<file path="config.mk">
export PLATFORM = sky130hd
export DESIGN_NAME = swr_queue
export DESIGN_NICKNAME = d
export VERILOG_FILES = /design/src/rtl/swr_pkg.sv /design/src/rtl/swr_queue.sv
export SDC_FILE = /design/constraint.sdc
export NUM_CORES = 1
export LEC_CHECK = 0
export BUFFER_PORTS_ARGS = -buffer_cell sky130_fd_sc_hd__buf_2
export CAP_MARGIN = 20
export CELL_PAD_IN_SITES_DETAIL_PLACEMENT = 1
export CELL_PAD_IN_SITES_GLOBAL_PLACEMENT = 2
export CORE_MARGIN = 2
export CORE_UTILIZATION = 44
export DETAILED_ROUTE_END_ITERATION = 6
export GPL_TIMING_DRIVEN = 0
export PLACE_DENSITY_LB_ADDON = 0.1
export SYNTH_ARGS = -nofsm -noshare
export SYNTH_HDL_FRONTEND = slang
export SYNTH_SLANG_ARGS = --single-unit
</file>
<file path="constraint.sdc">
create_clock -name clk -period 2.3 [get_ports clk]
set_input_delay 0 -clock clk [delete_from_list [all_inputs] [get_ports clk]]
set_output_delay 0 -clock clk [all_outputs]
set_load 0.1 [all_outputs]
</file>
<file path="src/rtl/swr_pkg.sv">
`timescale 1ns / 1ps
`default_nettype none
package swr_pkg;

    localparam int unsigned BINS_DEF          = 512;
    localparam int unsigned FRAMES_DEF        = 40;
    localparam int unsigned PLOT_WIDTH_DEF    = 600;
    localparam int unsigned PLOT_HEIGHT_DEF   = 360;
    localparam int unsigned FRAME_SPACING_DEF = 10;
    localparam int unsigned BIN_STEP_DEF      = 3;

    localparam logic [7:0] PIXEL_TOP = 8'd255;

    // configuration register indexes
    localparam logic [7:0] REG_DIVISOR = 8'd0;
    localparam logic [7:0] REG_HEIGHT  = 8'd1;

    typedef enum logic {
        KIND_PUSH = 1'b0,
        KIND_READ = 1'b1
    } kind_t;

    // one classified item between front and back
    typedef struct packed {
        kind_t      kind;
        logic [7:0] level;
        logic [7:0] column_group;
        logic [8:0] row;
    } work_t;

    // largest o with 2*o*o <= q*q; elaboration only
    function automatic int unsigned half_sqrt(input int unsigned q);
        int unsigned o;
        begin
            o = 0;
            while (2 * (o + 1) * (o + 1) <= q * q)
            begin
                o = o + 1;
            end
            return o;
        end
    endfunction

endpackage
`default_nettype wire

</file>
<file path="src/rtl/swr_queue.sv">
`timescale 1ns / 1ps
`default_nettype none
module swr_queue import swr_pkg::*; (
    input  wire logic  clk,
    input  wire logic  rst_n,
    input  wire logic  push,
    input  wire work_t push_data,
    output logic       full,
    input  wire logic  pop,
    output logic       empty,
    output work_t      pop_data
);

    localparam int unsigned DEPTH = 4;

    work_t      entry_reg [DEPTH];
    logic [1:0] wr_ptr_reg;
    logic [1:0] rd_ptr_reg;
    logic [2:0] count_reg;

    assign full     = (count_reg == 3'(DEPTH));
    assign empty    = (count_reg == 3'd0);
    assign pop_data = entry_reg[rd_ptr_reg];

    always_ff @(posedge clk)
    begin
        if (push && !full)
        begin
            entry_reg[wr_ptr_reg] <= push_data;
        end
    end

    always_ff @(posedge clk or negedge rst_n)
    begin
        if (!rst_n)
        begin
            wr_ptr_reg <= '0;
            rd_ptr_reg <= '0;
            count_reg  <= '0;
        end
        else
        begin
            if (push && !full)
            begin
                wr_ptr_reg <= wr_ptr_reg + 2'd1;
            end
            if (pop && !empty)
            begin
                rd_ptr_reg <= rd_ptr_reg + 2'd1;
            end
            if ((push && !full) && !(pop && !empty))
            begin
                count_reg <= count_reg + 3'd1;
            end
            else if (!(push && !full) && (pop && !empty))
            begin
                count_reg <= count_reg - 3'd1;
            end
        end
    end

endmodule
`default_nettype wire

</file>
==> summary.txt <==
Status: finished clean
Area delta synth->final: 22.2%
Required time of the critical path: 2590 ps
Final wirelength: 7270 µm
Die H: 102 µm
Gr ovfl total: 0
Vias: 1955
Post-route ant nets: 0
WP data arrival: 2430 ps
Clock slew at reported path FFs: 100 ps
Synth Cell Area: 4230 µm²
Port Buf Inserts: 57
Setup Fix Bufs, Post-CTS: 0
Yosys warning count: 0
Cts hold-fix bufs: 29
Final clock skew: 4.91 ps
Worst hold path depth: 4
Simple-Gate Fraction of Synth Area: 0.0148
Top_reg_cell synth: edfxtp_1
Die X: 102 µm
Routed WL per cell: 18.0 µm
Fill cells: 853
Final hold vios: 0
Drt first pass iters: 4
Xor-xnor portion of the synthesized cell area: 0.0124
Slew headroom: 0.500
Cells after DPL: 358
GPL Wtd Cong: 0.722
Total of max-cap violations: 0
Total CTS buffers: 9
CTS tree: done
Worst R2R End: count_reg[2]
Initial antenna violation count: 0
Worst skew pair latency: 370 ps
Number of flops mapped to enable cells by yosys: 104
Vias per cell: 4.85
Cell chain of the critical path: or3_1 -> nand2_1 -> ha_4 -> inv_2 -> fa_1 -> xor2_1 -> nor2_1 -> xor2_1
Crit-path most repeated cell: xor2_1
Drt drc: 0
Resize count post-CTS: 0
Area fraction in compound gates after synthesis: 0
Post-route cell area: 5170 µm²
R2R setup slack: 160 ps
Clock tree buffer depth: 2
Post-synthesis mux area share: 0.152
Critical path type: flop to flop
Fin crit share: 0.929
Syn_area_per_cell: 24.6 µm²
Synth Instances: 172
Worst r2r src: count_reg[0]
Largest family of logic cells by synthesized area: multiplexers
CP startpoint kind: flop
Worst Tran Pin Value: 750 ps
Netlist cell types: 21
Antenna cell count: 0
Initial Utilization: 0.456
Total core area: 9280 µm²
Unrepaired setup endpoints after global routing: false
Final setup fails: 0
H-tree Lvls: 3
Layout cells sized above 1: 0.387
GR Util All Layers: 0.152
Syn_nets: 208
Post-synth ARST share: 0.0631
Layout net count: 305
Largest register FFs: 104
Worst hold-check path type: input pin to flop
Worst hold endpoint: wr_ptr_reg[0]
Worst r2r path cells: 8
Die ar.: 10400 µm²
CP Capture Type: flop
Register bit total from synthesis: 111
Hold Path Origin: push
Crit path max-delay cell type: dfrtp_1
DRT iter0 DRCs: 56
CP max stage delay: 470 ps
Vias in the first global route: 2181
Largest net degree at the start of global routing: 27
Rows: 35
Area after DPL: 4700 µm²
Max Freq: 468 MHz
Post-synthesis sequential area ratio: 0.780
Count of pins over their slew limit: 0
TritonCTS Sinks: 111
Crit-path max FO: 4
Final non-filler cell total: 403
Clk root buf: clkbuf_8
DPL Wire Length: 4630 µm
Final Critical Period: 2140 ps
I/O Pins: 58
Synth Area in Adders: 0.0195
First-pass GRT wire length: 11200 µm
==> logic make-up after synthesis <==
| kind of cell | after synthesis |
|---|---|
| buf+inv | 11 |
| flops | 111 |
| fa+ha+maj | 6 |
| xor+xnor | 6 |
| simple gates | 10 |
| mux | 28 |
==> through the flow <==
stage | hold slack [ps] | worst slack, ps | setup TNS, ps | util
after global placement | -164 | 256 | 0 | 0.506
final | 111 | 163 | 0 | 0.557
after detailed placement | -154 | 178 | 0 | 0.506
after CTS | 101 | 151 | 0 | 0.557
after global routing | 115 | 61.1 | 0 | 0.557
after floorplan | -296 | -271 | -384 | -
==> synth_stat cells (2+ instances only) <==
library cell  instances  area, µm²
edfxtp_1            104       3120
mux4_2               18        405
mux4_1                8        210
dfrtp_1               7        175
ha_1                  5       62.6
and2_1                4       25.0
inv_1                 4       15.0
xnor2_1               4       35.0
buf_2                 3       15.0
buf_12                2       40.0
buf_6                 2       22.5
xor2_1                2       17.5
==> metal layers <==
layer	GRT usage	part of all wire
met1	0.179	0.42
met3	0.0369	0.034
met4	0.0646	0.017
met5	0	0
met2	0.267	0.52
==> final cells by class <==
cell class	instances	area, µm²	area share
inverter	4	15.0	0.00290
buffer	7	77.6	0.0150
clock inverter	7	55.1	0.0106
timing repair buffer	86	576	0.111
sequential	111	3300	0.638
multi-input combinational	50	863	0.167
tap	129	161	0.0312
clock buffer	9	124	0.0240
==> worst max-delay path: cells and delay by family (launching register included) <==
kind / cells / cell delay, ps
AND/OR/NAND/NOR: 3 / 710
adder cells (fa/ha/maj): 2 / 530
flip-flops: 1 / 470
XOR/XNOR: 2 / 310
buffers and inverters: 1 / 40
==> worst max path at each step <==
stage | startpoint | end | slack (ps)
finish | count_reg[0] | count_reg[2] | 160
global route | count_reg[0] | count_reg[2] | 60
CTS | count_reg[0] | count_reg[2] | 150
detailed placement | count_reg[0] | count_reg[2] | 180
global placement | count_reg[0] | count_reg[2] | 260
floorplan | count_reg[1] | count_reg[1] | -270
==> placed cells by master, fill, tap and decap left out, types with 2 or more instances in the layout <==
master / instances
and2_2: 4
buf_12: 2
buf_2: 60
buf_6: 2
clkbuf_8: 9
clkinv_4: 2
dfrtp_1: 7
dlygate4sd3_1: 29
edfxtp_1: 104
ha_1: 4
inv_1: 3
inv_6: 2
mux4_1: 8
mux4_2: 18
xnor2_1: 4
xor2_1: 2
Power is left out: the tool's default activity adds up to more than one toggle a clock period on the data nets, which glitch-free logic cannot reach.
