## config.mk

```make
export PLATFORM = sky130hd
export DESIGN_NAME = swr_front
export DESIGN_NICKNAME = d
export VERILOG_FILES = /design/src/rtl/swr_pkg.sv /design/src/rtl/swr_front.sv
export SDC_FILE = /design/constraint.sdc
export NUM_CORES = 1
export LEC_CHECK = 0
export ABC_AREA = 1
export BUFFER_PORTS_ARGS = -buffer_cell sky130_fd_sc_hd__buf_2
export CAP_MARGIN = 0
export CORE_MARGIN = 5
export CORE_UTILIZATION = 28
export DETAILED_ROUTE_END_ITERATION = 10
export GPL_TIMING_DRIVEN = 0
export PLACE_DENSITY_LB_ADDON = 0.25
export SLEW_MARGIN = 40
export SYNTH_ARGS = -nofsm -noshare
export SYNTH_HDL_FRONTEND = slang
export SYNTH_SLANG_ARGS = --single-unit
```

## constraint.sdc

```tcl
create_clock -name clk -period 2.3 [get_ports clk]
set_input_delay 0.23 -clock clk [delete_from_list [all_inputs] [get_ports clk]]
set_output_delay 0.23 -clock clk [all_outputs]
set_load 0.1 [all_outputs]
```

## src/rtl/swr_pkg.sv

```systemverilog
`timescale 1ns / 1ps
`default_nettype none
package swr_pkg;

    localparam int unsigned BINS_DEF          = 512;
    localparam int unsigned FRAMES_DEF        = 40;
    localparam int unsigned PLOT_WIDTH_DEF    = 600;
    localparam int unsigned PLOT_HEIGHT_DEF   = 360;
    localparam int unsigned FRAME_SPACING_DEF = 10;
    localparam int unsigned BIN_STEP_DEF      = 3;

    localparam logic [7:0] PIXEL_TOP = 8'd255;

    // configuration register indexes
    localparam logic [7:0] REG_DIVISOR = 8'd0;
    localparam logic [7:0] REG_HEIGHT  = 8'd1;

    typedef enum logic {
        KIND_PUSH = 1'b0,
        KIND_READ = 1'b1
    } kind_t;

    // one classified item between front and back
    typedef struct packed {
        kind_t      kind;
        logic [7:0] level;
        logic [7:0] column_group;
        logic [8:0] row;
    } work_t;

    // largest o with 2*o*o <= q*q; elaboration only
    function automatic int unsigned half_sqrt(input int unsigned q);
        int unsigned o;
        begin
            o = 0;
            while (2 * (o + 1) * (o + 1) <= q * q)
            begin
                o = o + 1;
            end
            return o;
        end
    endfunction

endpackage
`default_nettype wire

```

## src/rtl/swr_front.sv

```systemverilog
`timescale 1ns / 1ps
`default_nettype none
module swr_front import swr_pkg::*; (
    input  wire logic        clk,
    input  wire logic        rst_n,
    input  wire logic        in_valid,
    output logic             in_ready,
    input  wire kind_t       in_kind,
    input  wire logic [31:0] in_sample,
    input  wire logic [7:0]  in_group,
    input  wire logic [8:0]  in_row,
    input  wire logic [15:0] divisor,
    input  wire logic [7:0]  height_max,
    output logic             q_push,
    output work_t            q_data,
    input  wire logic        q_full
);

    typedef enum logic [1:0] {
        F_IDLE,
        F_DIV,
        F_PUSH
    } state_t;

    state_t      state_reg;
    logic [30:0] dvd_reg;
    logic [15:0] rem_reg;
    logic [15:0] dsr_reg;
    logic [4:0]  cnt_reg;

    logic        accept;
    logic        direct;
    logic [16:0] rem_sh;
    logic        ge;
    logic [16:0] rem_sub;
    logic [7:0]  level_clamped;

    assign in_ready = (state_reg == F_IDLE) && !q_full;
    assign accept   = in_valid && in_ready;
    assign direct   = (in_kind == KIND_READ) || in_sample[31];

    // restoring divide, one quotient bit per cycle
    assign rem_sh  = {rem_reg, dvd_reg[30]};
    assign ge      = rem_sh >= {1'b0, dsr_reg};
    assign rem_sub = rem_sh - {1'b0, dsr_reg};

    assign level_clamped = (dvd_reg > 31'(height_max)) ? height_max : dvd_reg[7:0];

    always_comb
    begin
        q_push = 1'b0;
        q_data = '0;
        if (state_reg == F_PUSH)
        begin
            q_push       = !q_full;
            q_data.kind  = KIND_PUSH;
            q_data.level = level_clamped;
        end
        else if (accept && direct)
        begin
            q_push              = 1'b1;
            q_data.kind         = in_kind;
            q_data.column_group = in_group;
            q_data.row          = in_row;
        end
    end

    always_ff @(posedge clk or negedge rst_n)
    begin
        if (!rst_n)
        begin
            state_reg <= F_IDLE;
            dvd_reg   <= '0;
            rem_reg   <= '0;
            dsr_reg   <= '0;
            cnt_reg   <= '0;
        end
        else
        begin
            unique case (state_reg)
                F_IDLE:
                begin
                    if (accept && !direct)
                    begin
                        dvd_reg   <= in_sample[30:0];
                        rem_reg   <= '0;
                        dsr_reg   <= (divisor == 16'd0) ? 16'd1 : divisor;
                        cnt_reg   <= 5'd30;
                        state_reg <= F_DIV;
                    end
                end
                F_DIV:
                begin
                    rem_reg <= ge ? rem_sub[15:0] : rem_sh[15:0];
                    dvd_reg <= {dvd_reg[29:0], ge};
                    cnt_reg <= cnt_reg - 5'd1;
                    if (cnt_reg == 5'd0)
                    begin
                        state_reg <= F_PUSH;
                    end
                end
                F_PUSH:
                begin
                    if (!q_full)
                    begin
                        state_reg <= F_IDLE;
                    end
                end
                default:
                begin
                    state_reg <= F_IDLE;
                end
            endcase
        end
    end

endmodule
`default_nettype wire

```

==> flow_summary.ini <==
[sta]
worstMarginPinSlew_ns = 0.706
fin_ws_ns = -0.158
setup_viol = 8
fin_crit_sh_pct = 107
hold_viol_final = 0
fmax_ghz = 0.407
fin_skew_ns = 0.0110
grt_setup_unrepaired = yes
min_period_ns = 2.46
max_slew_margin_pct = 52.8
finalMaxSlewViolations = 0

[min_path]
hold_depth = 3
hp-class = input pin to flip-flop

[global_routing]
grt.overflow.total = 0
grt_pass1_vias = 4841
grt_pass1_wl_mm = 24.0
grt.total_usage_pct = 14.8
grt_max_degree = 39
antenna_found_initial = 0

[clock_network]
clk_path_buf_depth = 2
numClockSinks = 70
numCtsBuffers = 9
clkLatencyLatePin_ns = 0.35
path_clk_slew_ns = 0.07
h-tree-depth = 3
cts_tree = yes
cts_root_buf = clkbuf_16

[place]
post-place-ws_ns = -0.257
dpl_cell_area_um2 = 6050
hpwlAfterDp_mm = 11.5
finalWeightedCongestion = 0.856
portBuffers = 105

[floorplan]
die_area_um2 = 20600
coreArea_um2 = 17400
start_util_pct = 28.7
die_h_um = 143
rows = 48
die_w_um = 143
io_pins = 106

[route]
drt-initial-drc-count = 259
first_pass_iters = 4
routed_wl_mm = 15.0
drc_errors = 0
vias = 4887
viasPerCell = 4.59
ant_nets = 0
detail_route.wl_per_cell_um = 14.0

[flow_run]
maxCapViolCount = 0

[critical_path]
cp_top_family = simple AND/OR/NAND/NOR gates
cpPeakStageDelay_ns = 0.45
r2r_setup_slack_ns = 0.24
cp_num_cells = 11
cp_slowest_cell = dfrtp_2
critPathRequiredTime_ns = 2.07
cp-startpoint = dvd_reg[3]
timing.rr.end = rem_reg[8]
reg2reg_from = rem_reg[11]
crit_path_end = q_data[23]
rr_worst_depth = 12
critPathMostFrequentCell = nand2_2
worstSetupPathType = flip-flop to primary output
crit_chain = ha_4 > nand2_4 > inv_2 > nand2_2 > nor4_4 > nand3_4 > buf_6 > nand3_2 > nand2_2 > nor2_4 > buf_12
end_kind = primary output
cp_max_fo = 7
crit_buf_inv = 3
critPathLaunchType = flip-flop
arrival_ns = 2.23

[synthesis]
syn_area_um2 = 4990
synth_area_leaders = dfrtp_1 35%, nand2_1 12%, nor2_1 8.6%
syn_avg_cell_area_um2 = 7.08
synth_edf_count = 0
yosysTopAreaCell = dfrtp_1
synth_nets = 809
ys_ff_latch = 70
yosys.area.top_type_share_pct = 35.1
synth_cells = 704
ys_types = 44
synth.most_common_cell = nand2_1
synth_warnings = 0
yosysSeqAreaShare_pct = 35.1
ys_async_sr_fraction_pct = 100
synthFlopType = dfrtp_1
ys_top_cells_by_count = 153 x nand2_1, 114 x nor2_1, 109 x inv_1

[power_and_ir_drop]
p_per_area_nw_per_um2 = 1470
p_clk_share_pct = 14.1
ir_drop_v = 0.000496
p_leak_nw = 3.44
p_int_mw = 5.03
swShare_pct = 49.9
power_frac_seq_pct = 22.8
combPwrFrac_pct = 63.1
switchingPower_mw = 5.00

[finish]
nNetsFinal = 940
areaGrowthSynthToFinish_pct = 36.7
num_antenna_cells = 0
fin_area_um2 = 6820
drive_gt1_share_pct = 31.4
largest_reg_flops = 31

[run_status]
status = complete, but fails checks
violations = negative setup slack
==> worst register-to-register path: stages (launching register included) <==
cell	delay, ns
dfrtp_1	0.43
ha_1	0.40
nand2_1	0.14
inv_2	0.04
nand2_1	0.05
nand2_1	0.06
nand2_1	0.07
nand2_2	0.08
nor2_8	0.22
buf_6	0.19
nand3_1	0.10
nand3_2	0.10
nand2_1	0.05
==> how the worst min path moves through the flow <==
stage	startpoint	endpoint	slack, ns
after global placement	divisor[2]	dsr_reg[2]	0.45
after detailed placement	rst_n	rem_reg[12]	0.14
final	in_sample[16]	dvd_reg[16]	0.10
after floorplan	rst_n	cnt_reg[0]	-0.07
after global routing	in_sample[15]	dvd_reg[15]	0.11
after CTS	in_sample[17]	dvd_reg[17]	0.09
==> cell families after synthesis <==
family / Yosys count / synth area share [%]
AO/OA/AOI/OAI: 87 / 10.0
XOR/XNOR: 7 / 1.23
adder cells (fa/ha/maj): 27 / 6.93
buffers and inverters: 141 / 11.8
flip-flops: 70 / 35.1
multiplexers: 1 / 0.201
AND/OR/NAND/NOR: 371 / 34.7
==> area by class of cell <==
type / instances / area, µm²
fill: 1818 / 10500
multi-input combinational: 493 / 3060
tap: 225 / 282
buffer: 22 / 174
clock inverter: 7 / 73.8
inverter: 119 / 452
timing repair buffer: 120 / 795
clock buffer: 9 / 225
sequential: 70 / 1750
==> through the flow <==
stage	total power [mW]	util (%)	TNS (ns)	hold WS (ns)	instances
6_report	10.0	39.3	-1.05	0.104	1065
5_1_grt	11.1	39.3	-1.88	0.109	1065
3_5_place_dp	8.34	34.9	-2.03	0.143	1035
3_3_place_gp	8.29	34.7	-2.00	0.454	1034
2_1_floorplan	6.98	-	-3.39	-0.0656	704
4_1_cts	9.91	37.9	-1.84	0.0937	1060
==> cells in the final DEF (no fill, tap or decap), types with 10 or more instances in the layout <==
| master | synthesis | routed |
|---|---|---|
| o22ai_1 | 30 | 30 |
| inv_1 | 109 | 108 |
| nor2_4 | 1 | 26 |
| a21oi_1 | 21 | 11 |
| buf_12 | 1 | 10 |
| clkbuf_4 | 0 | 10 |
| nand2_1 | 153 | 143 |
| nand3_2 | 15 | 18 |
| nand2_2 | 8 | 16 |
| ha_1 | 26 | 21 |
| o21ai_0 | 25 | 24 |
| buf_2 | 12 | 95 |
| nand3_1 | 47 | 43 |
| buf_4 | 0 | 12 |
| nor2_1 | 114 | 85 |
| dfrtp_1 | 70 | 69 |
==> metal layers <==
layer / vias to the layer above / part of all wire [%] / global-route usage, %
met1: 2246 / 45 / 19.4
met2: 127 / 47 / 24.5
met5: - / 0 / 0
met4: 0 / 1.1 / 4.66
met3: 12 / 7.0 / 3.26
li1: 2502 / - / -
==> power by group through the flow <==
stage                     combinational (mW)  sequential (mW)  clock (mW)
after floorplan                         4.80             2.18           0
after CTS                               6.20             2.27        1.45
after global routing                    7.21             2.36        1.51
after global placement                  5.99             2.30           0
final                                   6.33             2.29        1.41
after detailed placement                6.04             2.30           0
==> what timing repair did <==
action | in CTS | in global routing
gates resized for setup | 49 | 40
endpoints found under the hold margin | 32 | 0
hold buffers | 1 | 0
gates cloned | 1 | 0
setup endpoints to repair | 8 | 18
pin swaps | 8 | 4
setup buffers | 7 | 5
Power figures use the tool's default switching activity.
